## src/sv/epoch_seconds_to_calendar_assert.svh

```systemverilog
`ifndef EPOCH_SECONDS_TO_CALENDAR_ASSERT_SVH
`define EPOCH_SECONDS_TO_CALENDAR_ASSERT_SVH

// Same-cycle implication, checked on clk, held off during reset.
`define ESC_ASSERT_IMPLY(label, ante, cons) \
	label: assert property (@(posedge clk) disable iff (!arst_n) (ante) |-> (cons)) \
		else $error("assertion failed: same-cycle implication");

// Next-cycle implication, checked on clk, held off during reset.
`define ESC_ASSERT_NEXT(label, ante, cons) \
	label: assert property (@(posedge clk) disable iff (!arst_n) (ante) |=> (cons)) \
		else $error("assertion failed: next-cycle implication");

`endif

```

## src/sv/esc_pkg.sv

```systemverilog
package esc_pkg;

	localparam int unsigned WORD_W = 32;

	localparam logic [16:0] DAY_SECONDS  = 17'd86400;
	localparam logic [11:0] HOUR_SECONDS = 12'd3600;
	localparam logic [5:0]  MIN_SECONDS  = 6'd60;
	localparam logic [10:0] FIRST_YEAR   = 11'd1970;
	localparam logic [16:0] OFFSET_RESET = 17'd28800;

	// 1970 taken modulo 4, 100 and 400
	localparam logic [1:0] FIRST_Y4   = 2'd2;
	localparam logic [6:0] FIRST_Y100 = 7'd70;
	localparam logic [8:0] FIRST_Y400 = 9'd370;

	typedef struct packed {
		logic [10:0] year;
		logic [3:0]  month;
		logic [4:0]  day_of_month;
		logic [4:0]  hour;
		logic [5:0]  minute;
		logic [5:0]  second;
	} esc_result_t;

	function automatic logic esc_is_leap(input logic [1:0] y4, input logic [6:0] y100,
		input logic [8:0] y400);
		return ((y4 == 2'd0) && (y100 != 7'd0)) || (y400 == 9'd0);
	endfunction

	function automatic logic [8:0] esc_year_len(input logic leap);
		return leap ? 9'd366 : 9'd365;
	endfunction

	function automatic logic [8:0] esc_month_len(input logic [3:0] m, input logic leap);
		logic [8:0] len;
		if (m == 4'd2) begin
			len = leap ? 9'd29 : 9'd28;
		end else if (m == 4'd4 || m == 4'd6 || m == 4'd9 || m == 4'd11) begin
			len = 9'd30;
		end else begin
			len = 9'd31;
		end
		return len;
	endfunction

endpackage

```

## src/sv/epoch_seconds_to_calendar.sv

```systemverilog
// Epoch seconds to local calendar date and time.
// Input channel: in_valid / in_stall carry one request, epoch_seconds. A request
// is taken on a rising edge with in_valid high and in_stall low; in_stall stays
// high from then until the sequencer has finished the request.
// Output channel: out_valid / out_stall carry year, month, day_of_month, hour,
// minute and second, held in an output register until taken.
// Configuration: cfg_valid / cfg_ready write zone_offset_seconds (signed seconds
// added before the split); cfg_ready is always high. Write only while idle.
// Sequencing: one shared subtract-and-compare unit does all the work: 16 steps
// for days and seconds of day, one step per year walked from 1970 (up to 69),
// up to 12 for the months, 5 for the hour and 6 for the minute. The year walk
// is the part whose length varies from request to request.
// Throughput: one request at a time; a new request is taken once the previous
// result has reached the output register.
// Reset: clears the sequencer and the output valid and loads the offset with
// +8 hours. No clearing pass is needed.
// Stall: a held result keeps the output register; the finished sequencer waits
// in its last state and holds in_stall until the register frees up.
`include "epoch_seconds_to_calendar_assert.svh"

module epoch_seconds_to_calendar import esc_pkg::*; (
	input  logic               clk,
	input  logic               arst_n,
	input  logic               in_valid,
	output logic               in_stall,
	input  logic [30:0]        epoch_seconds,
	output logic               out_valid,
	input  logic               out_stall,
	output logic [10:0]        year,
	output logic [3:0]         month,
	output logic [4:0]         day_of_month,
	output logic [4:0]         hour,
	output logic [5:0]         minute,
	output logic [5:0]         second,
	input  logic               cfg_valid,
	output logic               cfg_ready,
	input  logic signed [16:0] cfg_data
);

	logic signed [16:0] offset_q;
	logic               out_valid_q;
	esc_result_t        out_q;

	logic        start;
	logic        busy;
	logic        done;
	logic        load_ok;
	esc_result_t result;

	// Offset register: always ready, writes are registered
	assign cfg_ready = 1'b1;

	always_ff @(posedge clk or negedge arst_n) begin
		if (!arst_n) begin
			offset_q <= $signed(OFFSET_RESET);
		end else if (cfg_valid && cfg_ready) begin
			offset_q <= cfg_data;
		end
	end

	// Take a request only while the sequencer is idle
	assign in_stall = busy;
	assign start    = in_valid && !in_stall;

	// Output slot is free when empty or being drained this cycle
	assign load_ok = !out_valid_q || !out_stall;

	esc_seq u_seq (
		.clk     (clk),
		.arst_n  (arst_n),
		.start   (start),
		.epoch   (epoch_seconds),
		.offset  (offset_q),
		.load_ok (load_ok),
		.busy    (busy),
		.done    (done),
		.result  (result)
	);

	// Output register: load on completion, drop valid once taken
	always_ff @(posedge clk or negedge arst_n) begin
		if (!arst_n) begin
			out_valid_q <= 1'b0;
		end else if (done) begin
			out_valid_q <= 1'b1;
		end else if (!out_stall) begin
			out_valid_q <= 1'b0;
		end
	end

	always_ff @(posedge clk) begin
		if (done) begin
			out_q <= result;
		end
	end

	assign out_valid    = out_valid_q;
	assign year         = out_q.year;
	assign month        = out_q.month;
	assign day_of_month = out_q.day_of_month;
	assign hour         = out_q.hour;
	assign minute       = out_q.minute;
	assign second       = out_q.second;

	// A taken request must leave the input stalled while it is worked on
	`ESC_ASSERT_NEXT(a_busy_after_start, start, in_stall)
	// A presented result carries a real month, a real time of day and a year from 1970 on
	`ESC_ASSERT_IMPLY(a_month_range, out_valid_q, month >= 4'd1 && month <= 4'd12)
	`ESC_ASSERT_IMPLY(a_time_range, out_valid_q,
		hour <= 5'd23 && minute <= 6'd59 && second <= 6'd59 && year >= FIRST_YEAR)

endmodule

```

## src/sv/esc_sub_unit.sv

```systemverilog
module esc_sub_unit import esc_pkg::*; (
	input  logic [WORD_W-1:0] a,
	input  logic [WORD_W-1:0] b,
	output logic [WORD_W-1:0] diff,
	output logic              ge
);

	logic [WORD_W:0] full;

	// borrow out clear means a >= b
	assign full = {1'b0, a} - {1'b0, b};
	assign diff = full[WORD_W-1:0];
	assign ge   = ~full[WORD_W];

endmodule

```

## src/sv/esc_seq.sv

```systemverilog
module esc_seq import esc_pkg::*; (
	input  logic              clk,
	input  logic              arst_n,
	input  logic              start,
	input  logic [30:0]       epoch,
	input  logic signed [16:0] offset,
	input  logic              load_ok,
	output logic              busy,
	output logic              done,
	output esc_result_t       result
);

	localparam logic [2:0] ST_IDLE  = 3'd0;
	localparam logic [2:0] ST_DAYS  = 3'd1;
	localparam logic [2:0] ST_YEAR  = 3'd2;
	localparam logic [2:0] ST_MONTH = 3'd3;
	localparam logic [2:0] ST_HOUR  = 3'd4;
	localparam logic [2:0] ST_MIN   = 3'd5;
	localparam logic [2:0] ST_DONE  = 3'd6;

	logic [2:0]        state_q;
	logic [3:0]        step_q;
	logic [WORD_W-1:0] rem_q;
	logic [15:0]       quot_q;
	logic [16:0]       sod_q;
	logic [1:0]        y4_q;
	logic [6:0]        y100_q;
	logic [8:0]        y400_q;
	esc_result_t       res_q;

	logic [WORD_W-1:0] op_b;
	logic [WORD_W-1:0] diff;
	logic              ge;
	logic              leap;
	logic [15:0]       quot_next;
	logic [WORD_W-1:0] rem_next;
	logic signed [32:0] total;

	assign leap      = esc_is_leap(y4_q, y100_q, y400_q);
	assign quot_next = {quot_q[14:0], ge};
	assign rem_next  = ge ? diff : rem_q;
	assign total     = $signed({2'b00, epoch}) + 33'(offset);

	always_comb begin
		unique case (state_q)
			ST_DAYS:  op_b = WORD_W'(DAY_SECONDS) << step_q;
			ST_YEAR:  op_b = WORD_W'(esc_year_len(leap));
			ST_MONTH: op_b = WORD_W'(esc_month_len(res_q.month, leap));
			ST_HOUR:  op_b = WORD_W'(HOUR_SECONDS) << step_q;
			ST_MIN:   op_b = WORD_W'(MIN_SECONDS) << step_q;
			default:  op_b = '0;
		endcase
	end

	esc_sub_unit u_sub (
		.a    (rem_q),
		.b    (op_b),
		.diff (diff),
		.ge   (ge)
	);

	always_ff @(posedge clk or negedge arst_n) begin
		if (!arst_n) begin
			state_q <= ST_IDLE;
		end else begin
			unique case (state_q)
				ST_IDLE:  if (start) state_q <= ST_DAYS;
				ST_DAYS:  if (step_q == 4'd0) state_q <= ST_YEAR;
				ST_YEAR:  if (!ge) state_q <= ST_MONTH;
				ST_MONTH: if (res_q.month == 4'd12 || !ge) state_q <= ST_HOUR;
				ST_HOUR:  if (step_q == 4'd0) state_q <= ST_MIN;
				ST_MIN:   if (step_q == 4'd0) state_q <= ST_DONE;
				ST_DONE:  if (load_ok) state_q <= ST_IDLE;
				default:  state_q <= ST_IDLE;
			endcase
		end
	end

	always_ff @(posedge clk) begin
		unique case (state_q)
			ST_IDLE: begin
				rem_q  <= total[32] ? '0 : total[WORD_W-1:0];
				quot_q <= '0;
				step_q <= 4'd15;
			end
			ST_DAYS: begin
				quot_q <= quot_next;
				step_q <= step_q - 4'd1;
				if (step_q == 4'd0) begin
					rem_q     <= WORD_W'(quot_next);
					sod_q     <= rem_next[16:0];
					res_q.year <= FIRST_YEAR;
					y4_q      <= FIRST_Y4;
					y100_q    <= FIRST_Y100;
					y400_q    <= FIRST_Y400;
				end else begin
					rem_q <= rem_next;
				end
			end
			ST_YEAR: begin
				if (ge) begin
					rem_q      <= diff;
					res_q.year <= res_q.year + 11'd1;
					y4_q       <= y4_q + 2'd1;
					y100_q     <= (y100_q == 7'd99) ? 7'd0 : y100_q + 7'd1;
					y400_q     <= (y400_q == 9'd399) ? 9'd0 : y400_q + 9'd1;
				end else begin
					res_q.month <= 4'd1;
				end
			end
			ST_MONTH: begin
				if (res_q.month != 4'd12 && ge) begin
					rem_q       <= diff;
					res_q.month <= res_q.month + 4'd1;
				end else begin
					res_q.day_of_month <= rem_q[4:0] + 5'd1;
					rem_q  <= WORD_W'(sod_q);
					quot_q <= '0;
					step_q <= 4'd4;
				end
			end
			ST_HOUR: begin
				rem_q <= rem_next;
				if (step_q == 4'd0) begin
					res_q.hour <= quot_next[4:0];
					quot_q     <= '0;
					step_q     <= 4'd5;
				end else begin
					quot_q <= quot_next;
					step_q <= step_q - 4'd1;
				end
			end
			ST_MIN: begin
				rem_q  <= rem_next;
				quot_q <= quot_next;
				step_q <= step_q - 4'd1;
				if (step_q == 4'd0) begin
					res_q.minute <= quot_next[5:0];
					res_q.second <= rem_next[5:0];
				end
			end
			default: begin
				rem_q <= rem_q;
			end
		endcase
	end

	assign busy   = (state_q != ST_IDLE);
	assign done   = (state_q == ST_DONE) && load_ok;
	assign result = res_q;

endmodule
```

## config.mk

```make
export PLATFORM = sky130hd
export DESIGN_NAME = epoch_seconds_to_calendar
export DESIGN_NICKNAME = d
export VERILOG_FILES = /design/src/sv/esc_pkg.sv /design/src/sv/epoch_seconds_to_calendar.sv /design/src/sv/esc_sub_unit.sv /design/src/sv/esc_seq.sv
export VERILOG_INCLUDE_DIRS = /design/src /design/src/sv
export SDC_FILE = /design/constraint.sdc
export NUM_CORES = 1
export LEC_CHECK = 0
export ABC_AREA = 1
export BUFFER_PORTS_ARGS = -buffer_cell sky130_fd_sc_hd__buf_2
export CAP_MARGIN = 20
export CORE_UTILIZATION = 30
export CTS_BUF_LIST = sky130_fd_sc_hd__clkbuf_4 sky130_fd_sc_hd__clkbuf_8
export DETAILED_ROUTE_END_ITERATION = 12
export PLACE_DENSITY = 0.51
export SKIP_CTS_REPAIR_TIMING = 1
export SYNTH_ARGS = -nofsm -noshare
export SYNTH_HDL_FRONTEND = slang
export SYNTH_HIERARCHICAL = 1
export SYNTH_SLANG_ARGS = --single-unit
```

## constraint.sdc

```tcl
create_clock -name clk -period 14.6 [get_ports clk]
set_input_delay 0.73 -clock clk [delete_from_list [all_inputs] [get_ports clk]]
set_output_delay 0.73 -clock clk [all_outputs]
set_load 0.005 [all_outputs]
```

-- Word level (Yosys, flattened, before mapping)
Index checks and enable logic that the tools add are counted.
- flip-flop bits (word level): 181
- output and inout port bits: 40
- word-level logic and storage cells: 138
- add/sub/neg operators: 9
- eq/ne operators: 26
- shifts and indexed selects: 3
- multiplexer cells: 43
- bitwise logic cells: 2
- reductions and logical operators: 33
- operators with widths (operator ; number):
    $pmux 32 s5 ; 1
    $mux 32 ; 4
    $pmux 32 s4 ; 1
    $pmux 15 s4 ; 1
    $mux 9 ; 4
    $add 32x17->33 ; 1
    $sub 32x32->33 ; 1
    $shl 12x4->32 const A ; 1
    $shl 17x4->32 const A ; 1
    $shl 6x4->32 const A ; 1
    $mux 15 ; 2
    $mux 11 ; 2
    $pmux 11 s2 ; 1
    $mux 3 ; 7
    $mux 7 ; 3
    $pmux 3 s7 ; 1
    $pmux 9 s2 ; 1
    $mux 4 ; 4
    $pmux 4 s4 ; 1
    $ne 2x1->1 const B ; 7
    $pmux 7 s2 ; 1
    $eq 4x4->1 const B ; 3
    $add 11x1->11 const B ; 1
    $reduce_and 2->1 ; 5
    other kinds (35) ; 61

-- Longest topological paths before layout
Gate-level depths: netlist of run 1.
- depth in word-level cells: 12
- mapped depth: 30
- mapped depth without buffers: 28

-- By module
Netlist of run 1, hierarchy kept.
- by module, submodules not included (module ; times used ; cells an instance ; area an instance (sq um)):
    esc_seq ; 1 ; 1303 ; 9511.6
    esc_sub_unit ; 1 ; 545 ; 2597.5
    epoch_seconds_to_calendar ; 1 ; 117 ; 1851.8

-- Least setup slack after synthesis of run 1
No wires, ideal clock.
- path kind: flip-flop to flip-flop
- start point: register u_seq.state_q[2]
- end point: register out_q, in the netlist day_of_month[0] (enable)
- setup time: 0.487 ns
- data arrival time: 4.192 ns
- required time: 14.113 ns
- path slack: 9.921 ns
- cell stages (with the launch flop): 3
- path buffers: 0
- cells stage by stage: dfrtp_1 -> nand2_1 -> nor3b_1
- word-level cells in the longest chain between the ends: 2
- ends and longest elaborated chain (element ; RTL line ; text):
    start, declared ; esc_seq.sv:21 ; logic [2:0] state_q;
    start signal, assigned ; esc_seq.sv:64 ; state_q <= ST_IDLE;
    start signal, assigned ; esc_seq.sv:67 ; ST_IDLE: if (start) state_q <= ST_DAYS;
    start signal, assigned ; esc_seq.sv:68 ; ST_DAYS: if (step_q == 4'd0) state_q <= ST_YEAR;
    $eq 3x3->1 ; esc_seq.sv:149 ; assign done = (state_q == ST_DONE) && load_ok;
    $logic_and 1x1->1 ; esc_seq.sv:149 ;
    via done ; epoch_seconds_to_calendar.sv:46 ; logic done;
    end signal, assigned ; epoch_seconds_to_calendar.sv:93 ; out_q <= result;
    end, declared ; epoch_seconds_to_calendar.sv:42 ; esc_result_t out_q;
The timed path passes the listed nets, and every way through them passes these cells.
A chain may end at the register's enable or synchronous reset.

-- Final worst setup path of run 1
- start point: register u_seq.state_q[0]
- end point: register u_seq.quot_q[14] (enable)
- word-level cells in the longest chain between the ends: 7
- ends and longest elaborated chain (element ; RTL line ; text):
    $eq 3x3->1 (tied with other cells) ; esc_seq.sv:45 ; unique case (state_q)
    $pmux 32 s5 * ; esc_seq.sv:45 ;
    via u_seq.op_b[16] ; esc_seq.sv:31 ; logic [WORD_W-1:0] op_b;
    $sub 32x32->33 * ; esc_sub_unit.sv:11 ; assign full = {1'b0, a} - {1'b0, b};
    $not 1->1 * ; esc_sub_unit.sv:13 ; assign ge = ~full[WORD_W];
    via u_seq.ge ; esc_seq.sv:33 ; logic ge;
    $logic_and 1x1->1 * ; esc_seq.sv:112 ; if (res_q.month != 4'd12 && ge) begin
    $ne 2x2->1 (no source line) * ; -- ;
    $reduce_and 2->1 (no source line) * ; -- ;
    end signal, assigned ; esc_seq.sv:87 ; quot_q <= quot_next;
    end signal, assigned ; esc_seq.sv:129 ; quot_q <= quot_next;
    end signal, assigned ; esc_seq.sv:135 ; quot_q <= quot_next;
    end, declared ; esc_seq.sv:24 ; logic [15:0] quot_q;
Mark *: on every way through the listed nets, which the timed path passes. The rest lies on a longest branch.

==> impl_metrics.env, run 1 <==
export IMPL_ys_ff_latch=181
export IMPL_syn2layout_area_growth_pct=10.6
export IMPL_hold_path_class="in -> async"
export IMPL_routedWlPerCell_um=14.4
export IMPL_min_period_ns=5.79
export IMPL_synth_net_count=2096
export IMPL_fmax_mhz=173
export IMPL_ys_flop_type="edfxtp_1"
export IMPL_rows=78
export IMPL_place_congestion=0.893
export IMPL_routed_wl_um=38200
export IMPL_met3_length_um=1360
export IMPL_cp_end_kind="register"
export IMPL_pin_count=93
export IMPL_dp_cells=2625
export IMPL_nFillCells=4939
export IMPL_grt_overflow=0
export IMPL_async_flop_share_pct=11.6
export IMPL_period_share_pct=39.7
export IMPL_grt_pass1_vias=11900
export IMPL_multiInputGateArea_um2=6930
export IMPL_cts_made_buffers=17
export IMPL_grt_pass1_wl_um=62100
export IMPL_dr_wl_met2_um=18200
export IMPL_seq_area_um2=5340
export IMPL_worst_hold_slack_ns=0.211
export IMPL_clkLatencyLatePin_ns=0.52
export IMPL_synth_common_cells="nand2_1, inv_1, nor2_1"
export IMPL_antenna_found_initial=0
export IMPL_syn_avg_cell_area_um2=7.10
export IMPL_track_usage_pct=16.7
export IMPL_worstRegToRegCells=19
export IMPL_cap_violations=0
export IMPL_highest_layer="met4"
export IMPL_clk_pin_slew_ns=0.12
export IMPL_tritoncts="done"
export IMPL_cp_required_ns=14.86
export IMPL_rsz0062_at_grt="no"
export IMPL_synth_cells=1965
export IMPL_vias=12300
export IMPL_place_hpwl_um=30600
export IMPL_slew_headroom_pct=34.7
export IMPL_tightestPinTransition_ns=0.977
export IMPL_setup_violations=0
export IMPL_finalHoldViolations=0
export IMPL_port_buffers=91
export IMPL_post_drt_via_cell_ratio=4.61
export IMPL_met1_length_um=17800
export IMPL_htreeDepth=4
export IMPL_grt_max_degree=39
export IMPL_regToRegSetupSlack_ns=8.81
export IMPL_cts_sinks=181
export IMPL_rr_startpoint="u_seq/state_q[0]"
export IMPL_critPathArrivalTime_ns=6.06
export IMPL_status="finished clean"
export IMPL_start_kind="register"
export IMPL_drt_iter0_markers=626
export IMPL_die_h_um=218
export IMPL_slew_violations=0
export IMPL_p_leak_nw=7.77
export IMPL_fin_total_pwr_mw=3.63
export IMPL_finalNonFillerCells=2658
export IMPL_critical_path_class="reg -> reg"
export IMPL_yosys_warnings=6
export IMPL_root_buffer="clkbuf_8"
export IMPL_yosysMostFrequentCell="nand2_1"
export IMPL_clock_path_buffers=2
export IMPL_tns_ns=0
export IMPL_crit_path_max_fanout=28
export IMPL_synth_top_cells_by_area="edfxtp_1, nand2_1, inv_1"
export IMPL_final_util_pct=33.8
export IMPL_ir_worst_vdd_v=0.0000957
export IMPL_nets=2176
export IMPL_core_area_um2=45700
export IMPL_start_util_pct=30.6
export IMPL_diodes=0
export IMPL_ant_nets=0
export IMPL_synth_top_area_share_pct=34.4
export IMPL_drcViolationCount=0
export IMPL_yosysTopAreaCell="edfxtp_1"
export IMPL_firstDrtPassIters=6
export IMPL_skew_ns=0.0314
export IMPL_r2r_end="u_seq/quot_q[14]"
export IMPL_yosysUniqueCellTypes=59
export IMPL_power_density_nw_per_um2=235
export IMPL_dieArea_um2=47400
export IMPL_netlist_area_um2=14000
export IMPL_drive_above_1_share_pct=10.5
export IMPL_synth_edff_count=160
export IMPL_yosysSeqAreaShare_pct=38.2
export IMPL_die_w_um=218
[how the worst max path moves through the flow]
stage,startpoint,endpoint,slack [ns],depth (start not counted)
final,u_seq/state_q[0],u_seq/quot_q[14],8.81,19
after global routing,u_seq/state_q[0],u_seq/state_q[1],8.14,22
after CTS,u_seq/state_q[0],u_seq/quot_q[6],8.44,18
after detailed placement,u_seq/state_q[0],u_seq/quot_q[13],8.57,18
after global placement,u_seq/state_q[0],u_seq/quot_q[14],8.75,19
after floorplan,u_seq/state_q[2],day_of_month[0],9.92,2
[layer usage]
| layer | vias up | GRT usage [%] |
|---|---|---|
| li1 | 6382 | - |
| met1 | 5598 | 21.3 |
| met2 | 232 | 28.6 |
| met3 | 52 | 2.78 |
| met4 | 0 | 5.26 |
| met5 | - | 0 |
[flip-flops by register name (all words and copies together) (netlist names), 6 cells and up]
name          cells
minute            6
u_seq/y100_q      7
u_seq/sod_q      17
offset_q         17
u_seq/y400_q      9
u_seq/rem_q      32
u_seq/quot_q     15
second            6
u_seq/result     37
year             11
[stage by stage]
stage | worst slack (ns) | cell area, um2
detailed placement | 8.57 | 15000
finish | 8.81 | 15400
global route | 8.14 | 15400
CTS | 8.44 | 15400
floorplan | 9.92 | 14000
global placement | 8.75 | 15000
[cell families (layout without fill, tap and decap cells)]
logic type | after synthesis | after routing | share of synthesized area [%]
AOI/OAI and AO/OA | 201 | 201 | 8.48
xor gates and xnor gates | 31 | 31 | 1.94
adders and majority gates | 78 | 78 | 7.10
buffers and inverters | 424 | 517 | 12.2
DFF | 181 | 181 | 38.2
muxes | 1 | 1 | 0.0717
other | 1 | 1 | 0.0269
and+or+nand+nor | 1048 | 1048 | 31.9
[cell usage in the layout (no fill, tap or decap), drive strengths merged, types with 2 or more instances in the layout]
cell type	instances
nand3	89
nor3b	3
a221oi	14
ha	76
and3	2
dfrtp	17
o32ai	2
or4	2
inv	390
xor2	29
o21bai	5
buf	99
a22oi	17
nor2	190
nand4	18
and2	8
nor3	23
nand2	689
clkinv	9
fa	2
o211ai	3
bufinv	2
edfxtp	160
clkbuf	17
o22ai	13
or2	7
xnor2	2
a21oi	60
o21ai	79
o31ai	2
dfstp	4
nand3b	16
[cell type report]
type	instances	area share, %
Multi-Input combinational cell	1360	44.9
Sequential cell	181	34.6
Inverter	386	9.43
Tap cell	600	4.86
Timing Repair Buffer	99	3.39
Clock buffer	17	1.52
Clock inverter	15	1.39
[power breakdown]
part / internal, mW / leakage, nW / switching, mW
Clock: 0.163 / 0.223 / 0.218
Sequential: 0.813 / 1.78 / 0.108
Combinational: 0.735 / 5.77 / 1.59
[critical path, cell delays in order, from the launching register on]
cell	delay (ns)
dfrtp_1	0.52
nor2_1	0.12
nor2_1	0.31
nand2_1	0.50
o22ai_1	0.39
inv_1	0.09
ha_1	0.36
nand2_1	0.12
nor2_1	0.20
nand2_1	0.11
nor2_1	0.11
nand2_1	0.09
nand3_2	0.12
nand2_1	0.07
nand2_1	0.06
buf_4	0.32
nand4_1	0.69
inv_1	0.92
a21oi_2	0.18
buf_8	0.23
Power figures use the tool's default switching activity.
==> run 2, diff against run 1 <==
--- a/config.mk
+++ b/config.mk
@@ -12,7 +12,7 @@
 export CORE_UTILIZATION = 30
 export CTS_BUF_LIST = sky130_fd_sc_hd__clkbuf_4 sky130_fd_sc_hd__clkbuf_8
 export DETAILED_ROUTE_END_ITERATION = 12
-export PLACE_DENSITY = 0.51
+export PLACE_DENSITY = 0.53
 export SKIP_CTS_REPAIR_TIMING = 1
 export SYNTH_ARGS = -nofsm -noshare
 export SYNTH_HDL_FRONTEND = slang
==> constraint.sdc (replaced) <==
create_clock -name clk -period 4.7 [get_ports clk]
set_input_delay 0.235 -clock clk [delete_from_list [all_inputs] [get_ports clk]]
set_output_delay 0.235 -clock clk [all_outputs]
set_load 0.005 [all_outputs]
==> run 2 against run 1 <==
  * Power grew to 3.1 times the previous value
  * Worst hold slack worse by 0.19 ns
  * Clock-buffer cell count stayed put
  * Global-route usage is 0.45 points lower
  * Die area stayed put
  * Sequential share of layout area is 0.52 points lower
  * Non-clock buffer count is 27 higher
  * Critical path depth is 4 higher
  * Wire length is 0.22% lower
  * Final cell count is 1.0% higher
  * Maximum frequency is 36% higher
==> impl_metrics.env, run 2 (same netlist as run 1, synthesis figures left out) <==
export IMPL_routedWlPerCell_um=14.2
export IMPL_combPwrFrac_pct=64.8
export IMPL_clock_path_buffers=2
export IMPL_clkPwrFrac_pct=10.1
export IMPL_cts_made_buffers=17
export IMPL_status="finished clean"
export IMPL_tritoncts="done"
export IMPL_cp_required_ns=4.96
export IMPL_rr_startpoint="u_seq/state_q[1]"
export IMPL_p_sw_mw=5.92
export IMPL_ant_nets=0
export IMPL_syn2layout_area_growth_pct=12.3
export IMPL_min_path_cells=3
export IMPL_crit_buf_inv=5
export IMPL_cp_end_kind="register"
export IMPL_cap_violations=0
export IMPL_min_period_ns=4.25
export IMPL_cts_sinks=181
export IMPL_drt_iter0_markers=654
export IMPL_path_common_cell="nand2_1"
export IMPL_p_leak_nw=7.88
export IMPL_regToRegSetupSlack_ns=0.45
export IMPL_antenna_found_initial=0
export IMPL_fin_total_pwr_mw=11.3
export IMPL_rows=78
export IMPL_drive_above_1_share_pct=11.0
export IMPL_setup_violations=0
export IMPL_die_h_um=218
export IMPL_finalHoldViolations=0
export IMPL_ir_worst_vdd_v=0.000392
export IMPL_clk_pin_slew_ns=0.10
export IMPL_cp_depth=23
export IMPL_skew_ns=0.0302
export IMPL_slew_headroom_pct=35.6
export IMPL_routed_wl_um=38100
export IMPL_vias=12400
export IMPL_power_density_nw_per_um2=722
export IMPL_path_cells="nor3_4, inv_1, nor2_1, a21oi_1, nand2_1, o21ai_0, o22ai_1, inv_1, ha_1, nand2_1, nor2_2, inv_1, o21bai_1, nand2_1, nand3_2, nand2_1, nand2_1, clkinv_1, buf_12, nand2_1, o21ai_0, a221oi_1, nand2_1"
export IMPL_max_stage_delay_ns=0.51
export IMPL_htreeDepth=4
export IMPL_die_w_um=218
export IMPL_final_common_cell="nand2_1"
export IMPL_start_kind="register"
export IMPL_slew_violations=0
export IMPL_worstRegToRegCells=23
export IMPL_min_delay_start="out_stall"
export IMPL_crit_family="simple AND/OR/NAND/NOR gates"
export IMPL_tightestPinTransition_ns=0.966
export IMPL_place_hpwl_um=30200
export IMPL_r2r_end="u_seq/rem_q[10]"
export IMPL_port_buffers=91
export IMPL_clkLatencyLatePin_ns=0.52
export IMPL_root_buffer="clkbuf_8"
export IMPL_core_area_um2=45700
export IMPL_firstDrtPassIters=5
export IMPL_largest_register_ffs=37
export IMPL_dieArea_um2=47400
export IMPL_nets=2203
export IMPL_swShare_pct=52.3
export IMPL_period_share_pct=90.4
export IMPL_post_drt_via_cell_ratio=4.63
export IMPL_diodes=0
export IMPL_pin_count=93
export IMPL_crit_path_max_fanout=44
export IMPL_start_util_pct=30.6
export IMPL_tns_ns=0
export IMPL_grt_overflow=0
export IMPL_critPathArrivalTime_ns=4.51
export IMPL_final_cell_mix="nand2_1, inv_1, nor2_1, edfxtp_1, buf_2"
export IMPL_hold_end="out_valid"
export IMPL_grt_max_degree=45
export IMPL_place_congestion=0.954
export IMPL_track_usage_pct=16.2
export IMPL_grt_pass1_vias=11800
export IMPL_hold_path_class="in -> reg"
export IMPL_internal_power_mw=5.41
export IMPL_slowest_stage="dfrtp_2"
export IMPL_rsz0062_at_grt="no"
export IMPL_fmax_mhz=235
export IMPL_grt_pass1_wl_um=60700
export IMPL_critical_path_class="reg -> reg"
export IMPL_pwr_share_seq_pct=25.1
export IMPL_drcViolationCount=0
## run 2: cell count changes in the layout (fill, tap and decap cells not counted), sizes merged
cell | before | now
clkinv | 9 | 4
clkinvlp | 0 | 1
buf | 99 | 108
inv | 390 | 394
dlygate4sd3 | 0 | 18
## run 2: tightest hold or removal path: stages
cell     delay [ns]
buf_2          0.08
nand2_1        0.11
nand2_1        0.08
## run 2: stage by stage
step	setup slack, ns	utilization (%)	hold WS [ns]	instances	cell area [um2]
floorplan	0.0210	-	-0.0606	1965	14000
global placement	0.497	33.0	0.277	2634	15100
detailed placement	0.430	33.0	0.278	2635	15100
CTS	0.379	33.9	-0.317	2667	15500
global route	0.00281	34.3	0.0157	2685	15700
finish	0.450	34.3	0.0246	2685	15700
## run 2: final cells by class
class	instances	area (um2)
Sequential cell	181	5340
Multi-Input combinational cell	1360	6930
Clock inverter	15	184
Inverter	386	1460
Fill cell	4968	30000
Clock buffer	17	234
Tap cell	600	751
Timing Repair Buffer	126	788
## run 2: power by group through the flow
stage	sequential [mW]	clock (mW)	combinational, mW
floorplan	2.74	0	5.47
global placement	2.87	0	7.22
detailed placement	2.87	0	7.26
CTS	2.84	1.20	7.31
global route	2.89	1.25	8.31
finish	2.84	1.15	7.34
## run 2: how the worst max path moves through the flow
stage / start / end / slack, ns
floorplan: u_seq/state_q[2] / day_of_month[0] / 0.02
global placement: u_seq/state_q[1] / u_seq/rem_q[7] / 0.50
detailed placement: u_seq/state_q[1] / u_seq/rem_q[10] / 0.43
CTS: u_seq/state_q[1] / u_seq/rem_q[10] / 0.38
global route: u_seq/state_q[1] / u_seq/rem_q[10] / 0.003
finish: u_seq/state_q[1] / u_seq/rem_q[10] / 0.45
## run 2: layer usage
layer	global-route usage [%]	wire length [um]	vias to the layer above
li1	-	-	6431
met1	20.6	17600	5709
met2	28.0	18300	257
met3	2.43	1370	39
met4	5.21	801	0
met5	0	0	-
==> run 3, diff against run 2 <==
--- a/config.mk
+++ b/config.mk
@@ -12,7 +12,6 @@
 export CORE_UTILIZATION = 30
 export CTS_BUF_LIST = sky130_fd_sc_hd__clkbuf_4 sky130_fd_sc_hd__clkbuf_8
 export DETAILED_ROUTE_END_ITERATION = 12
-export PLACE_DENSITY = 0.53
 export SKIP_CTS_REPAIR_TIMING = 1
 export SYNTH_ARGS = -nofsm -noshare
 export SYNTH_HDL_FRONTEND = slang
==> run 3 against run 2 <==
  * Clock skew fell by 0.012 ns
  * Global-route usage is 0.16 points higher
  * Sequential cell count did not move
  * Clock power decreased by 11%
  * Maximum frequency grew 0.33%
  * First-iteration DRC count rose by 26%
  * Via count is 0.60% higher
  * Register-to-register slack barely moved
  * Non-clock buffer count fell by 1
  * Die area unchanged
  * Worst hold slack improved by 0.024 ns
  * Highest routed layer unchanged
==> impl_metrics.env, run 3 (same netlist as run 1, synthesis figures left out) <==
export IMPL_critical_path_class="reg -> reg"
export IMPL_die_w_um=218
export IMPL_final_cell_mix="nand2_1, inv_1, nor2_1, edfxtp_1, buf_2"
export IMPL_nets=2202
export IMPL_status="finished clean"
export IMPL_crit_path_max_fanout=44
export IMPL_p_leak_nw=7.85
export IMPL_drcViolationCount=0
export IMPL_pre_cts_slack_ns=0.365
export IMPL_r2r_end="u_seq/rem_q[10]"
export IMPL_worstRegToRegCells=20
export IMPL_cts_sinks=181
export IMPL_rr_startpoint="u_seq/state_q[0]"
export IMPL_cap_violations=0
export IMPL_drt_iter0_markers=821
export IMPL_min_path_cells=3
export IMPL_final_common_cell="nand2_1"
export IMPL_ir_worst_vdd_v=0.000372
export IMPL_slew_violations=0
export IMPL_drive_above_1_share_pct=11.1
export IMPL_root_buffer="clkbuf_8"
export IMPL_tns_ns=0
export IMPL_skew_ns=0.0184
export IMPL_syn2layout_area_growth_pct=12.0
export IMPL_antenna_found_initial=0
export IMPL_place_hpwl_um=30000
export IMPL_slew_headroom_pct=33.3
export IMPL_hold_path_class="in -> reg"
export IMPL_power_density_nw_per_um2=719
export IMPL_track_usage_pct=16.4
export IMPL_vias=12500
export IMPL_port_buffers=91
export IMPL_tightestPinTransition_ns=1.00
export IMPL_clkLatencyLatePin_ns=0.51
export IMPL_routed_wl_um=38000
export IMPL_pin_count=93
export IMPL_largest_register_ffs=37
export IMPL_htreeDepth=4
export IMPL_finalHoldViolations=0
export IMPL_clk_pin_slew_ns=0.10
export IMPL_ant_nets=0
export IMPL_fmax_mhz=236
export IMPL_setup_ws_ns=0.464
export IMPL_rows=78
export IMPL_clock_path_buffers=2
export IMPL_cp_end_kind="register"
export IMPL_tritoncts="done"
export IMPL_grt_max_degree=45
export IMPL_critPathArrivalTime_ns=4.50
export IMPL_cts_made_buffers=17
export IMPL_start_util_pct=30.6
export IMPL_regToRegSetupSlack_ns=0.46
export IMPL_core_area_um2=45700
export IMPL_period_share_pct=90.1
export IMPL_routedWlPerCell_um=14.2
export IMPL_grt_pass1_vias=12000
export IMPL_dieArea_um2=47400
export IMPL_hold_end="out_valid"
export IMPL_min_period_ns=4.24
export IMPL_cp_required_ns=4.96
export IMPL_diodes=0
export IMPL_worst_hold_slack_ns=0.0484
export IMPL_grt_overflow=0
export IMPL_firstDrtPassIters=5
export IMPL_setup_violations=0
export IMPL_post_drt_via_cell_ratio=4.66
export IMPL_rsz0062_at_grt="no"
export IMPL_place_congestion=0.941
export IMPL_min_delay_start="out_stall"
export IMPL_die_h_um=218
export IMPL_start_kind="register"
export IMPL_grt_pass1_wl_um=61400
==> run 3: cell count changes in the layout (fill, tap and decap cells not counted), sizes merged <==
| cell | change |
|---|---|
| clkinvlp | +1 |
| clkinv | +1 |
| inv | -2 |
| clkbuf | +2 |
| buf | -1 |
| bufinv | -2 |
==> run 3: metrics by stage <==
stage | cell area (um2) | util (%) | instances | power (mW)
6_report | 15600 | 34.2 | 2684 | 11.2
5_1_grt | 15600 | 34.2 | 2684 | 12.4
4_1_cts | 15400 | 33.8 | 2666 | 11.2
3_5_place_dp | 15100 | 33.0 | 2634 | 10.1
3_3_place_gp | 15100 | 33.0 | 2633 | 10.0
2_1_floorplan | 14000 | - | 1965 | 8.21
==> run 3: area by class of cell <==
cell class / count / area [um2]
Fill cell: 4943 / 30000
Inverter: 386 / 1460
Multi-Input combinational cell: 1360 / 6940
Timing Repair Buffer: 125 / 781
Clock buffer: 19 / 249
Tap cell: 600 / 751
Sequential cell: 181 / 5340
Clock inverter: 13 / 114
==> run 3: how the worst max path moves through the flow <==
stage,startpoint,to,depth (start not counted)
after global placement,u_seq/state_q[0],u_seq/rem_q[10],21
after detailed placement,u_seq/state_q[0],u_seq/rem_q[10],21
after CTS,u_seq/state_q[0],u_seq/rem_q[10],21
after floorplan,u_seq/state_q[2],day_of_month[0],2
after global routing,u_seq/state_q[0],u_seq/rem_q[1],24
final,u_seq/state_q[0],u_seq/rem_q[10],20
==> run 3: power breakdown <==
group,internal [mW],switching [mW]
registers,2.53,0.322
logic,2.39,4.98
clock network,0.393,0.631
total,5.30,5.93
==> run 3: metal layers <==
layer  wire, um  track usage, %
met3       1570            2.02
met2      17700            27.5
met1      17700            21.6
met4        948            5.92
met5          0               0
==> run 3: critical path: stages, from the launching register on <==
cell,delay (ns)
dfrtp_1,0.53
nor2_1,0.11
nor2_1,0.35
nand2_2,0.27
o22ai_1,0.40
inv_1,0.09
ha_1,0.35
nand2_1,0.12
nor2_2,0.14
inv_1,0.05
o21bai_1,0.18
nand2_1,0.11
nand3_2,0.08
nand2_1,0.05
nand2_1,0.18
clkinv_1,0.15
buf_12,0.19
nand2_1,0.07
o21ai_0,0.13
a221oi_2,0.32
nand2_1,0.08
